$ cat src/rtl/fpmk_pkg.sv
`default_nettype none

package fpmk_pkg;

  localparam int unsigned KEY_W   = 3;
  localparam int unsigned SPEED_W = 4;
  localparam int unsigned PINS_W  = 8;
  localparam int unsigned SEG_W   = 8;
  localparam int unsigned DIGIT_W = 2;
  localparam int unsigned APB_AW  = 3;
  localparam int unsigned APB_DW  = 32;

  // input word kinds
  localparam logic KIND_TICK = 1'b0;
  localparam logic KIND_KEY  = 1'b1;

  typedef enum logic [KEY_W-1:0] {
    KEY_NONE  = 3'd0,
    KEY_PREV  = 3'd1,
    KEY_NEXT  = 3'd2,
    KEY_UP    = 3'd3,
    KEY_DOWN  = 3'd4,
    KEY_REV   = 3'd5,
    KEY_POWER = 3'd6
  } key_e;

  // register index 0, selected by paddr[2]
  localparam logic REG_PRESCALE = 1'b0;

  localparam logic [7:0]         PRESCALE_RESET = 8'd10;
  localparam logic [SEG_W-1:0]   SEG_DOT        = 8'h80;
  localparam logic [DIGIT_W-1:0] DIGIT_SPEED    = 2'b01;
  localparam logic [DIGIT_W-1:0] DIGIT_INDEX    = 2'b10;

  function automatic logic [SEG_W-1:0] seg_pattern(input logic [SPEED_W-1:0] val);
    logic [SEG_W-1:0] pat;
    case (val)
      4'h0:    pat = 8'h3F;
      4'h1:    pat = 8'h06;
      4'h2:    pat = 8'h5B;
      4'h3:    pat = 8'h4F;
      4'h4:    pat = 8'h66;
      4'h5:    pat = 8'h6D;
      4'h6:    pat = 8'h7D;
      4'h7:    pat = 8'h07;
      4'h8:    pat = 8'h7F;
      4'h9:    pat = 8'h6F;
      4'hA:    pat = 8'h77;
      4'hB:    pat = 8'h7C;
      4'hC:    pat = 8'h39;
      4'hD:    pat = 8'h5E;
      4'hE:    pat = 8'h79;
      default: pat = 8'h71;
    endcase
    return pat;
  endfunction

  // power-up speeds repeat every four channels
  function automatic logic [SPEED_W-1:0] default_speed(input logic [1:0] ch);
    logic [SPEED_W-1:0] spd;
    case (ch)
      2'd0:    spd = 4'd6;
      2'd1:    spd = 4'd3;
      2'd2:    spd = 4'd5;
      default: spd = 4'd7;
    endcase
    return spd;
  endfunction

endpackage

`default_nettype wire

$ cat src/rtl/fpmk_in_if.sv
`default_nettype none

interface fpmk_in_if;
  logic                           valid;
  logic                           ready;
  logic                           kind;
  logic [fpmk_pkg::KEY_W-1:0]     key_code;

  modport source (output valid, kind, key_code, input ready);
  modport sink   (input valid, kind, key_code, output ready);
endinterface

`default_nettype wire

$ cat src/rtl/fpmk_out_if.sv
`default_nettype none

interface fpmk_out_if;
  logic                           valid;
  logic                           ready;
  logic [fpmk_pkg::PINS_W-1:0]    motor_pins;
  logic [fpmk_pkg::SEG_W-1:0]     segments;
  logic [fpmk_pkg::DIGIT_W-1:0]   digit_enable;
  logic                           enabled;

  modport source (output valid, motor_pins, segments, digit_enable, enabled, input ready);
  modport sink   (input valid, motor_pins, segments, digit_enable, enabled, output ready);
endinterface

`default_nettype wire

$ cat src/rtl/four_channel_pwm_motor_keypad_ctrl.sv
// Multichannel PWM H-bridge controller with key commands and a two-digit display.
// Input channel (in_i): one word per timer tick (kind 0) or decoded key (kind 1).
// Output channel (out_o): one word per input word, holding the motor pins, the
// segment pattern, the digit enables and the power flag after the update.
// The prescale limit is written over the APB port at address 0 and read back there.
// The result is registered and valid in the cycle after the input word is accepted;
// all state updates happen at that accept edge.
// Throughput: one word per cycle. The result register is the only stage, and a
// new word is taken in the same cycle that the pending result is taken.
// When the receiver stalls, the result holds and in_i.ready drops until it is taken.
// Reset: power on, prescaler and slice at 0, speeds 6,3,5,7 (clamped to the top
// step), no reverse, channel 0 selected, all motor pins, segments and digit
// enables high, no result pending.
`default_nettype none

module four_channel_pwm_motor_keypad_ctrl #(
  parameter int unsigned CHANNELS    = 4,
  parameter int unsigned SPEED_STEPS = 10
) (
  input  wire logic                            clk_i,
  input  wire logic                            rst_ni,
  fpmk_in_if.sink                              in_i,
  fpmk_out_if.source                           out_o,
  input  wire logic                            psel,
  input  wire logic                            penable,
  input  wire logic                            pwrite,
  input  wire logic [fpmk_pkg::APB_AW-1:0]     paddr,
  input  wire logic [fpmk_pkg::APB_DW-1:0]     pwdata,
  output logic      [fpmk_pkg::APB_DW-1:0]     prdata,
  output logic                                 pready
);

  localparam int unsigned SEL_W  = (CHANNELS > 1) ? $clog2(CHANNELS) : 1;
  localparam int unsigned PIN_CH = (CHANNELS < 4) ? CHANNELS : 4;
  localparam logic [fpmk_pkg::SPEED_W-1:0] MAX_SPEED = fpmk_pkg::SPEED_W'(SPEED_STEPS - 1);
  localparam logic [SEL_W-1:0] LAST_CH = SEL_W'(CHANNELS - 1);

  logic [7:0]                     limit_q;
  logic [7:0]                     prescaler_q, prescaler_d;
  logic [fpmk_pkg::SPEED_W-1:0]   slice_q, slice_d;
  logic [fpmk_pkg::SPEED_W-1:0]   speed_q [CHANNELS];
  logic [fpmk_pkg::SPEED_W-1:0]   speed_d [CHANNELS];
  logic [CHANNELS-1:0]            rev_q, rev_d;
  logic [SEL_W-1:0]               sel_q, sel_d;
  logic                           power_q, power_d;
  logic                           phase_q, phase_d;
  logic [fpmk_pkg::PINS_W-1:0]    pins_q, pins_d;
  logic [fpmk_pkg::SEG_W-1:0]     seg_q, seg_d;
  logic [fpmk_pkg::DIGIT_W-1:0]   digit_q, digit_d;
  logic                           out_valid_q;

  logic                           in_acc;
  logic                           cfg_wr;
  logic [7:0]                     pre_inc;
  logic [fpmk_pkg::SPEED_W-1:0]   sel_speed;
  logic                           drive;

  assign in_i.ready = ~out_valid_q | out_o.ready;
  assign in_acc     = in_i.valid & in_i.ready;

  assign pready = 1'b1;
  assign cfg_wr = psel & penable & pwrite & (paddr[2] == fpmk_pkg::REG_PRESCALE);
  assign prdata = (paddr[2] == fpmk_pkg::REG_PRESCALE) ?
                  fpmk_pkg::APB_DW'(limit_q) : '0;

  assign pre_inc   = prescaler_q + 8'd1;
  assign sel_speed = speed_q[sel_q];

  always_comb begin
    prescaler_d = prescaler_q;
    slice_d     = slice_q;
    speed_d     = speed_q;
    rev_d       = rev_q;
    sel_d       = sel_q;
    power_d     = power_q;
    phase_d     = phase_q;
    pins_d      = pins_q;
    seg_d       = seg_q;
    digit_d     = digit_q;
    drive       = 1'b0;
    if (in_acc) begin
      if (in_i.kind == fpmk_pkg::KIND_TICK) begin
        if (power_q) begin
          if (pre_inc >= limit_q) begin
            prescaler_d = '0;
            slice_d     = (slice_q >= MAX_SPEED) ? '0 : slice_q + 4'd1;
            for (int n = 0; n < PIN_CH; n++) begin
              drive           = (slice_d >= speed_q[n]) ^ rev_q[n];
              pins_d[2*n]     = drive;
              pins_d[2*n + 1] = ~drive;
            end
          end else begin
            prescaler_d = pre_inc;
          end
          // alternate speed digit and channel index digit
          if (!phase_q) begin
            digit_d = fpmk_pkg::DIGIT_SPEED;
            seg_d   = fpmk_pkg::seg_pattern(sel_speed) |
                      (rev_q[sel_q] ? fpmk_pkg::SEG_DOT : '0);
            phase_d = 1'b1;
          end else begin
            digit_d = fpmk_pkg::DIGIT_INDEX;
            seg_d   = fpmk_pkg::seg_pattern(fpmk_pkg::SPEED_W'(sel_q));
            phase_d = 1'b0;
          end
        end
      end else begin
        unique case (in_i.key_code)
          fpmk_pkg::KEY_PREV: begin
            sel_d = (sel_q == '0) ? LAST_CH : sel_q - SEL_W'(1);
          end
          fpmk_pkg::KEY_NEXT: begin
            sel_d = (sel_q >= LAST_CH) ? '0 : sel_q + SEL_W'(1);
          end
          fpmk_pkg::KEY_UP: begin
            if (sel_speed < MAX_SPEED) speed_d[sel_q] = sel_speed + 4'd1;
          end
          fpmk_pkg::KEY_DOWN: begin
            if (sel_speed != '0) speed_d[sel_q] = sel_speed - 4'd1;
          end
          fpmk_pkg::KEY_REV: begin
            rev_d[sel_q] = ~rev_q[sel_q];
          end
          fpmk_pkg::KEY_POWER: begin
            power_d = ~power_q;
            pins_d  = '1;
            seg_d   = '0;
          end
          default: begin
          end
        endcase
      end
    end
  end

  always_ff @(posedge clk_i or negedge rst_ni) begin
    if (!rst_ni) begin
      limit_q     <= fpmk_pkg::PRESCALE_RESET;
      prescaler_q <= '0;
      slice_q     <= '0;
      for (int n = 0; n < CHANNELS; n++) begin
        speed_q[n] <= (fpmk_pkg::default_speed(2'(n)) > MAX_SPEED) ?
                      MAX_SPEED : fpmk_pkg::default_speed(2'(n));
      end
      rev_q       <= '0;
      sel_q       <= '0;
      power_q     <= 1'b1;
      phase_q     <= 1'b0;
      pins_q      <= '1;
      seg_q       <= '1;
      digit_q     <= '1;
      out_valid_q <= 1'b0;
    end else begin
      if (cfg_wr) limit_q <= pwdata[7:0];
      prescaler_q <= prescaler_d;
      slice_q     <= slice_d;
      speed_q     <= speed_d;
      rev_q       <= rev_d;
      sel_q       <= sel_d;
      power_q     <= power_d;
      phase_q     <= phase_d;
      pins_q      <= pins_d;
      seg_q       <= seg_d;
      digit_q     <= digit_d;
      if (in_acc) begin
        out_valid_q <= 1'b1;
      end else if (out_o.ready) begin
        out_valid_q <= 1'b0;
      end
    end
  end

  assign out_o.valid        = out_valid_q;
  assign out_o.motor_pins   = pins_q;
  assign out_o.segments     = seg_q;
  assign out_o.digit_enable = digit_q;
  assign out_o.enabled      = power_q;

  a_power_toggles: assert property (@(posedge clk_i) disable iff (!rst_ni)
    (in_acc && in_i.kind == fpmk_pkg::KIND_KEY && in_i.key_code == fpmk_pkg::KEY_POWER)
    |=> (power_q != $past(power_q)))
    else $error("power flag did not toggle on power key");

  a_idle_tick: assert property (@(posedge clk_i) disable iff (!rst_ni)
    (in_acc && in_i.kind == fpmk_pkg::KIND_TICK && !power_q)
    |=> ($stable(slice_q) && $stable(prescaler_q) && $stable(seg_q)))
    else $error("tick while off changed state");

  a_sel_range: assert property (@(posedge clk_i) disable iff (!rst_ni)
    sel_q <= LAST_CH)
    else $error("selected channel out of range");

  a_speed_range: assert property (@(posedge clk_i) disable iff (!rst_ni)
    (sel_speed <= MAX_SPEED) && (slice_q <= MAX_SPEED))
    else $error("speed or slice beyond top step");

endmodule

`default_nettype wire

$ cat src/flat_wrapper.sv
// flat-port wrapper written by rule: the top's interface ports become plain ports
module four_channel_pwm_motor_keypad_ctrl_flat 
#(
  parameter int unsigned CHANNELS    = 4,
  parameter int unsigned SPEED_STEPS = 10
)
  (clk_i, rst_ni, psel, penable, pwrite, paddr, pwdata, prdata, pready, in_i_valid, in_i_kind, in_i_key_code, in_i_ready, out_o_valid, out_o_motor_pins, out_o_segments, out_o_digit_enable, out_o_enabled, out_o_ready);
  fpmk_in_if in_i_i ();
  fpmk_out_if out_o_i ();
  input  wire logic clk_i;
  input  wire logic rst_ni;
  input  wire logic psel;
  input  wire logic penable;
  input  wire logic pwrite;
  input  wire logic [fpmk_pkg::APB_AW-1:0] paddr;
  input  wire logic [fpmk_pkg::APB_DW-1:0] pwdata;
  output logic      [fpmk_pkg::APB_DW-1:0] prdata;
  output logic pready;
  input wire logic [$bits(in_i_i.valid)-1:0] in_i_valid;
  input wire logic [$bits(in_i_i.kind)-1:0] in_i_kind;
  input wire logic [$bits(in_i_i.key_code)-1:0] in_i_key_code;
  output wire logic [$bits(in_i_i.ready)-1:0] in_i_ready;
  output wire logic [$bits(out_o_i.valid)-1:0] out_o_valid;
  output wire logic [$bits(out_o_i.motor_pins)-1:0] out_o_motor_pins;
  output wire logic [$bits(out_o_i.segments)-1:0] out_o_segments;
  output wire logic [$bits(out_o_i.digit_enable)-1:0] out_o_digit_enable;
  output wire logic [$bits(out_o_i.enabled)-1:0] out_o_enabled;
  input wire logic [$bits(out_o_i.ready)-1:0] out_o_ready;
  assign in_i_i.valid = in_i_valid;
  assign in_i_i.kind = in_i_kind;
  assign in_i_i.key_code = in_i_key_code;
  assign in_i_ready = in_i_i.ready;
  assign out_o_valid = out_o_i.valid;
  assign out_o_motor_pins = out_o_i.motor_pins;
  assign out_o_segments = out_o_i.segments;
  assign out_o_digit_enable = out_o_i.digit_enable;
  assign out_o_enabled = out_o_i.enabled;
  assign out_o_i.ready = out_o_ready;
  four_channel_pwm_motor_keypad_ctrl #(.CHANNELS(CHANNELS), .SPEED_STEPS(SPEED_STEPS)) u_core (.clk_i(clk_i), .rst_ni(rst_ni), .in_i(in_i_i), .out_o(out_o_i), .psel(psel), .penable(penable), .pwrite(pwrite), .paddr(paddr), .pwdata(pwdata), .prdata(prdata), .pready(pready));
endmodule
$ cat config.mk
export PLATFORM = sky130hd
export DESIGN_NAME = four_channel_pwm_motor_keypad_ctrl_flat
export DESIGN_NICKNAME = d
export VERILOG_FILES = /design/src/rtl/fpmk_pkg.sv /design/src/rtl/fpmk_in_if.sv /design/src/rtl/fpmk_out_if.sv /design/src/rtl/four_channel_pwm_motor_keypad_ctrl.sv /design/src/flat_wrapper.sv
export SDC_FILE = /design/constraint.sdc
export NUM_CORES = 1
export LEC_CHECK = 0
export ABC_AREA = 1
export BUFFER_PORTS_ARGS = -buffer_cell sky130_fd_sc_hd__buf_4
export CORE_ASPECT_RATIO = 2
export CORE_MARGIN = 2
export CORE_UTILIZATION = 50
export CTS_CLUSTER_SIZE = 40
export DETAILED_ROUTE_END_ITERATION = 12
export GPL_TIMING_DRIVEN = 0
export PLACE_DENSITY = 0.78
export SYNTH_ARGS = -nofsm -noshare
export SYNTH_HDL_FRONTEND = slang
export SYNTH_SLANG_ARGS = --single-unit
$ cat constraint.sdc
create_clock -name clk_i -period 2.1 [get_ports clk_i]
set_input_delay 0.315 -clock clk_i [delete_from_list [all_inputs] [get_ports clk_i]]
set_output_delay 0.315 -clock clk_i [all_outputs]
set_load 0.05 [all_outputs]
---- Yosys cells after proc, flatten, opt, wreduce, memory -nomap -nowiden ----
Memories as Yosys holds them, arrays and structs flattened.
Index checks and enable logic that the tools add are counted.
Widths: inputs -> output; s select.
storage, ports and cells
  register bits after elaboration ......... 63
  bits in read-only memories .............. 112
  input bits .............................. 46
  output and inout port bits .............. 54
  word-level logic and storage cells ...... 122
  memories kept ........................... 1
operators by class
  add/sub/neg operators ................... 6
  order comparisons ....................... 12
  eq/ne operators ......................... 12
  multiplexer cells ....................... 39
  bitwise operators ....................... 20
  reductions and logical operators ........ 17
memory list
  name             words  width  read ports  clocked after Yosys merged registers in  wr ports  line            RTL
  (no name shown)  16     7      1           0                                        0         fpmk_pkg.sv:37  case (val)
operators by type and width
  operator             number
  $mux 8               15
  $bwmux 16            2
  $mux 16              2
  $pmux 16 s2          1
  $pmux 8 s4           1
  $ge 4x4->1           4
  $mux 4               4
  $reduce_and 3->1     5
  $reduce_bool 2->1    5
  $eq 3x3->1 const B   3
  $not 1->1            9
  $add 4x1->4 const B  2
  $add 8x1->8 const B  1
  $bmux 4 s2           1
  $demux 4 s2          1
  $ge 8x8->1           1
  $or 8x8->8           1
  $reduce_and 4->1     2
  $eq 3x2->1 const B   2
  $mux 2               3
  $ne 2x1->1 const B   3
  $mux 1               5
  $reduce_and 5->1     1
  $and 1x1->1          4
  23 further kinds     28

---- Depth between registers and ports, before layout ----
An unclocked memory read counts as a cell.
  word-level depth ........................ 13
  gate-level depth with buffers ........... 19
  depth with buffers taken out ............ 19

---- Worst setup path before layout ----
Ideal clock, no wire load.
  path type ............................... reg-to-reg
  start point ............................. register u_core.prescaler_q[0]
  end point ............................... register u_core.pins_q, in the netlist u_core.out_o.motor_pins[0]
  setup time .............................. 60 ps
  arrival ................................. 2136 ps
  data required time ...................... 2040 ps
  slack ................................... -97 ps
  stages on the path, launching flop included .. 16
  path buffers ............................ 0
  clock period less this slack ............ 2197 ps
  path through ............................ dfrtp_1 ha_1 nand2_1 nor2_1 nand2_1 xor2_1 inv_1 ha_1 nand2_1 nor2_1 nand4_1 nand3_1 nand2_1 a21oi_2 nand2_1 nand2_1
on the way
  cells in the longest elaborated chain, start to end .. 4
ends and longest elaborated chain
  element                      line                                       RTL
  from (decl)                  four_channel_pwm_motor_keypad_ctrl.sv:39   logic [7:0] prescaler_q, prescaler_d;
  from (signal assigned)       four_channel_pwm_motor_keypad_ctrl.sv:155  prescaler_q <= prescaler_d;
  $add 8x1->8                  four_channel_pwm_motor_keypad_ctrl.sv:66   assign pre_inc = prescaler_q + 8'd1;
  $ge 8x8->1                   four_channel_pwm_motor_keypad_ctrl.sv:84   if (pre_inc >= limit_q) begin
  $reduce_bool 2->1 (no line)  -
  $reduce_and 4->1 (no line)   -
  to (signal assigned)         four_channel_pwm_motor_keypad_ctrl.sv:162  pins_q <= pins_d;
  to (decl)                    four_channel_pwm_motor_keypad_ctrl.sv:47   logic [fpmk_pkg::PINS_W-1:0] pins_q, pins_d;
Every way passes these cells.
A chain may end at the register's enable or synchronous reset.

---- Worst setup path in the final report ----
Ends and elaborated chain as after synthesis.

==> impl_metrics.env <==
export IMPL_ys_async_sr_fraction=1.00
export IMPL_fin_area_mm2=0.00553
export IMPL_fill_cells=730
export IMPL_io_pins=100
export IMPL_worst_setup_path_end_kind="register"
export IMPL_post_drt_wl_per_cell_um=13.8
export IMPL_critical_path_class="reg -> reg"
export IMPL_firstDrtPassIters=5
export IMPL_violations="negative setup slack"
export IMPL_grt_pass1_vias=4050
export IMPL_gp_congestion=0.874
export IMPL_fin_skew_ns=0.00903
export IMPL_cts_buffers_inserted=9
export IMPL_grt_overflow=0
export IMPL_critPathMaxFanout=8
export IMPL_drc=0
export IMPL_cts_max_level=3
export IMPL_cts_sinks=63
export IMPL_relSlewSlack=0.463
export IMPL_drive_gt1_frac=0.289
export IMPL_hold_path_class="in -> async"
export IMPL_ctsLongestPathBuffers=2
export IMPL_arrival_ns=2.67
export IMPL_ys_seq_area_frac=0.367
export IMPL_rsz0062_at_grt="yes"
export IMPL_antenna_found_initial=0
export IMPL_synth_cells=590
export IMPL_clock_latency_ns=0.34
export IMPL_rows=48
export IMPL_via_count=4028
export IMPL_die_x_um=70.3
export IMPL_synth_area_leaders="dfrtp_1 19%, dfstp_2 18%, nand2_1 17%, ha_1 10%, inv_1 6.1%"
export IMPL_cp_top_family="simple AND/OR/NAND/NOR gates"
export IMPL_critPathSlowestCell="dfrtp_1"
export IMPL_ys_ff_latch=63
export IMPL_postRouteAntennaNets=0
export IMPL_outcome="finished, violations left"
export IMPL_hold_viol_final=0
export IMPL_worst_path_buf_inv=1
export IMPL_synth_edf_count=0
export IMPL_area_growth_pct=25.6
export IMPL_critPathMaxStageDelay_ns=0.40
export IMPL_cp_required_ns=2.39
export IMPL_diodes=0
export IMPL_track_usage=0.233
export IMPL_yosysWarnings=0
export IMPL_path_cells="nand3_2 > nor3_4 > nand2_2 > xor2_2 > inv_2 > ha_4 > nand2_2 > nor2_4 > nand4_1 > nand3_2 > nand2_2 > a21oi_4 > nand2_1 > nand2_1"
export IMPL_placed_cell_area_mm2=0.00499
export IMPL_viasPerCell=5.11
export IMPL_die_h_um=137
export IMPL_drtIter0Drc=146
export IMPL_synth_cell_types=43
export IMPL_max_cap_viol_count=0
export IMPL_start_util=0.512
export IMPL_routed_wl_um=10900
export IMPL_core_mm2=0.00859
export IMPL_period_minus_slack_ns=2.39
export IMPL_critPathLaunchType="register"
export IMPL_hpwl_um=8140
export IMPL_finalMaxSlewViolations=0
export IMPL_p_per_area_mw_per_mm2=1590
export IMPL_crit_top_cell="nand2_2"
export IMPL_worstMarginPinSlew_ns=0.806
export IMPL_syn_area_per_cell_um2=7.46
export IMPL_netlist_area_mm2=0.00440
export IMPL_portBuffers=47
export IMPL_ff2ff_setup_slack_ns=-0.29
export IMPL_max_vdd_ir_drop_v=0.00116
export IMPL_cts_tree="done"
export IMPL_final_net_count=764
export IMPL_grt_pass1_wl_um=17700
export IMPL_final_instance_count_excl_fill=788
export IMPL_fmax_mhz=419
export IMPL_leakage_nw=2.92
export IMPL_grt_start_max_net_pins=64
export IMPL_worst_slack_ns=-0.288
export IMPL_period_share=1.14
export IMPL_synth_top_area_cell="dfrtp_1"
export IMPL_path_clk_slew_ns=0.06
export IMPL_dieArea_mm2=0.00961
export IMPL_clock_root_buffer="clkbuf_16"
export IMPL_synth_top_area_share=0.188
export IMPL_setup_viol=22
export IMPL_synthFlopType="dfrtp_1"
export IMPL_placed_cells=760
==> per-layer routing <==
layer	vias up	part of all wire	global-route usage	wire (um)
met3	30	0.044	0.0464	477
met2	125	0.59	0.463	6430
met4	0	0.035	0.131	378
li1	1987	-	-	-
met1	1886	0.33	0.210	3580
met5	-	0	0	0
==> placed cells by master (no fill, tap or decap), types with 3 or more instances in the layout <==
cell type and n:
nand2_4 3, nand3_2 3, a21oi_1 18, xor2_1 5, nor2_4 5, inv_1 69, buf_6 7, nand4_1 4
nand4_4 5, dfrtp_1 32, o21ai_2 4, a31oi_1 4, o21ai_0 8, nor2_2 3, conb_1 25, dfstp_2 30
inv_2 14, ha_1 33, nand3_1 34, o21ai_1 19, clkbuf_1 4, nand2_1 187, nor2_1 31, nand2_2 15
clkbuf_16 9, buf_4 81, clkinv_2 3
==> logic make-up (layout without fill, tap and decap cells) <==
group | count (synthesis) | in the layout | synth area share
and+or+nand+nor | 297 | 297 | 0.299
buffers and inverters | 118 | 193 | 0.128
AOI/OAI and AO/OA | 67 | 67 | 0.0890
DFF | 63 | 63 | 0.367
adders and majority gates | 35 | 35 | 0.0995
xor gates and xnor gates | 8 | 8 | 0.0159
other | 2 | 25 | 0.00171
==> state kept, by name (all words and copies together), names as in the netlist, named ones only <==
signal and flops:
u_core.speed_q 12, u_core.limit_q 8, u_core.out_o.motor_pins 8, u_core.out_o.segments 8
u_core.prescaler_q 8, u_core.rev_q 4, u_core.slice_q 4, u_core.out_o.digit_enable 2
u_core.sel_q 2, u_core.out_o.enabled 1, u_core.out_o.valid 1, u_core.phase_q 1
==> per-stage QoR <==
stage                     worst slack, ns   util  TNS, ns  power (mW)  hold slack [ns]
final                              -0.288  0.644    -5.04        8.77           0.0547
after global routing               -0.454  0.644   -10.16        9.44            0.121
after CTS                          -0.332  0.632    -5.31        8.66           0.0879
after detailed placement           -0.524  0.581    -8.88        6.98            0.446
after global placement             -0.388  0.581    -5.96        6.78            0.439
after floorplan                   0.00835      -        0        5.80           0.0194
==> where the power goes <==
part	internal (mW)	switching, mW	total, mW
clock network	0.944	0.572	1.52
logic	1.68	3.33	5.01
registers	1.85	0.395	2.24
==> timing repair <==
action	4_1_cts	5_1_grt
buffers inserted	9	3
hold buffers	0	0
setup endpoints to repair	39	40
resized for setup	25	25
pin swaps	13	18
hold endpoints to repair	0	0
cloned	0	0
==> worst paths after layout <==
check                                            from                          to  cells past startpoint
setup / recovery                u_core.prescaler_q[0]  u_core.out_o.motor_pins[0]                     14
max in group asynchronous                      rst_ni           u_core.slice_q[0]                      1
hold / removal                                 rst_ni           u_core.limit_q[0]                      1
min in group clk_i                         in_i_valid          u_core.out_o.valid                      3
setup reg to reg                u_core.prescaler_q[0]  u_core.out_o.motor_pins[0]                     14
hold reg to reg            u_core.out_o.motor_pins[3]  u_core.out_o.motor_pins[3]                      2
==> synth_stat cells, types with 3 or more instances <==
cell / n
o21ai_1: 13
dfrtp_1: 33
a21oi_1: 19
xor2_1: 7
nand4_1: 4
dfstp_2: 30
buf_4: 26
nand2_1: 202
inv_1: 71
o21ai_0: 17
nand3_1: 36
a31oi_1: 4
nor2_1: 37
clkbuf_1: 4
ha_1: 35
buf_6: 3
inv_2: 12
nand4_4: 5
==> final cells by class <==
cell class,instances,area (um^2),area share
well taps,100,125,0.0226
clock inverters,6,60.1,0.0109
clock buffers,10,239,0.0432
multi-input cells,432,2470,0.446
repair buffers,59,458,0.0829
flip-flops and latches,63,1620,0.292
inverters,85,319,0.0577
plain buffers,33,244,0.0441
Power figures use the tool's default switching activity.
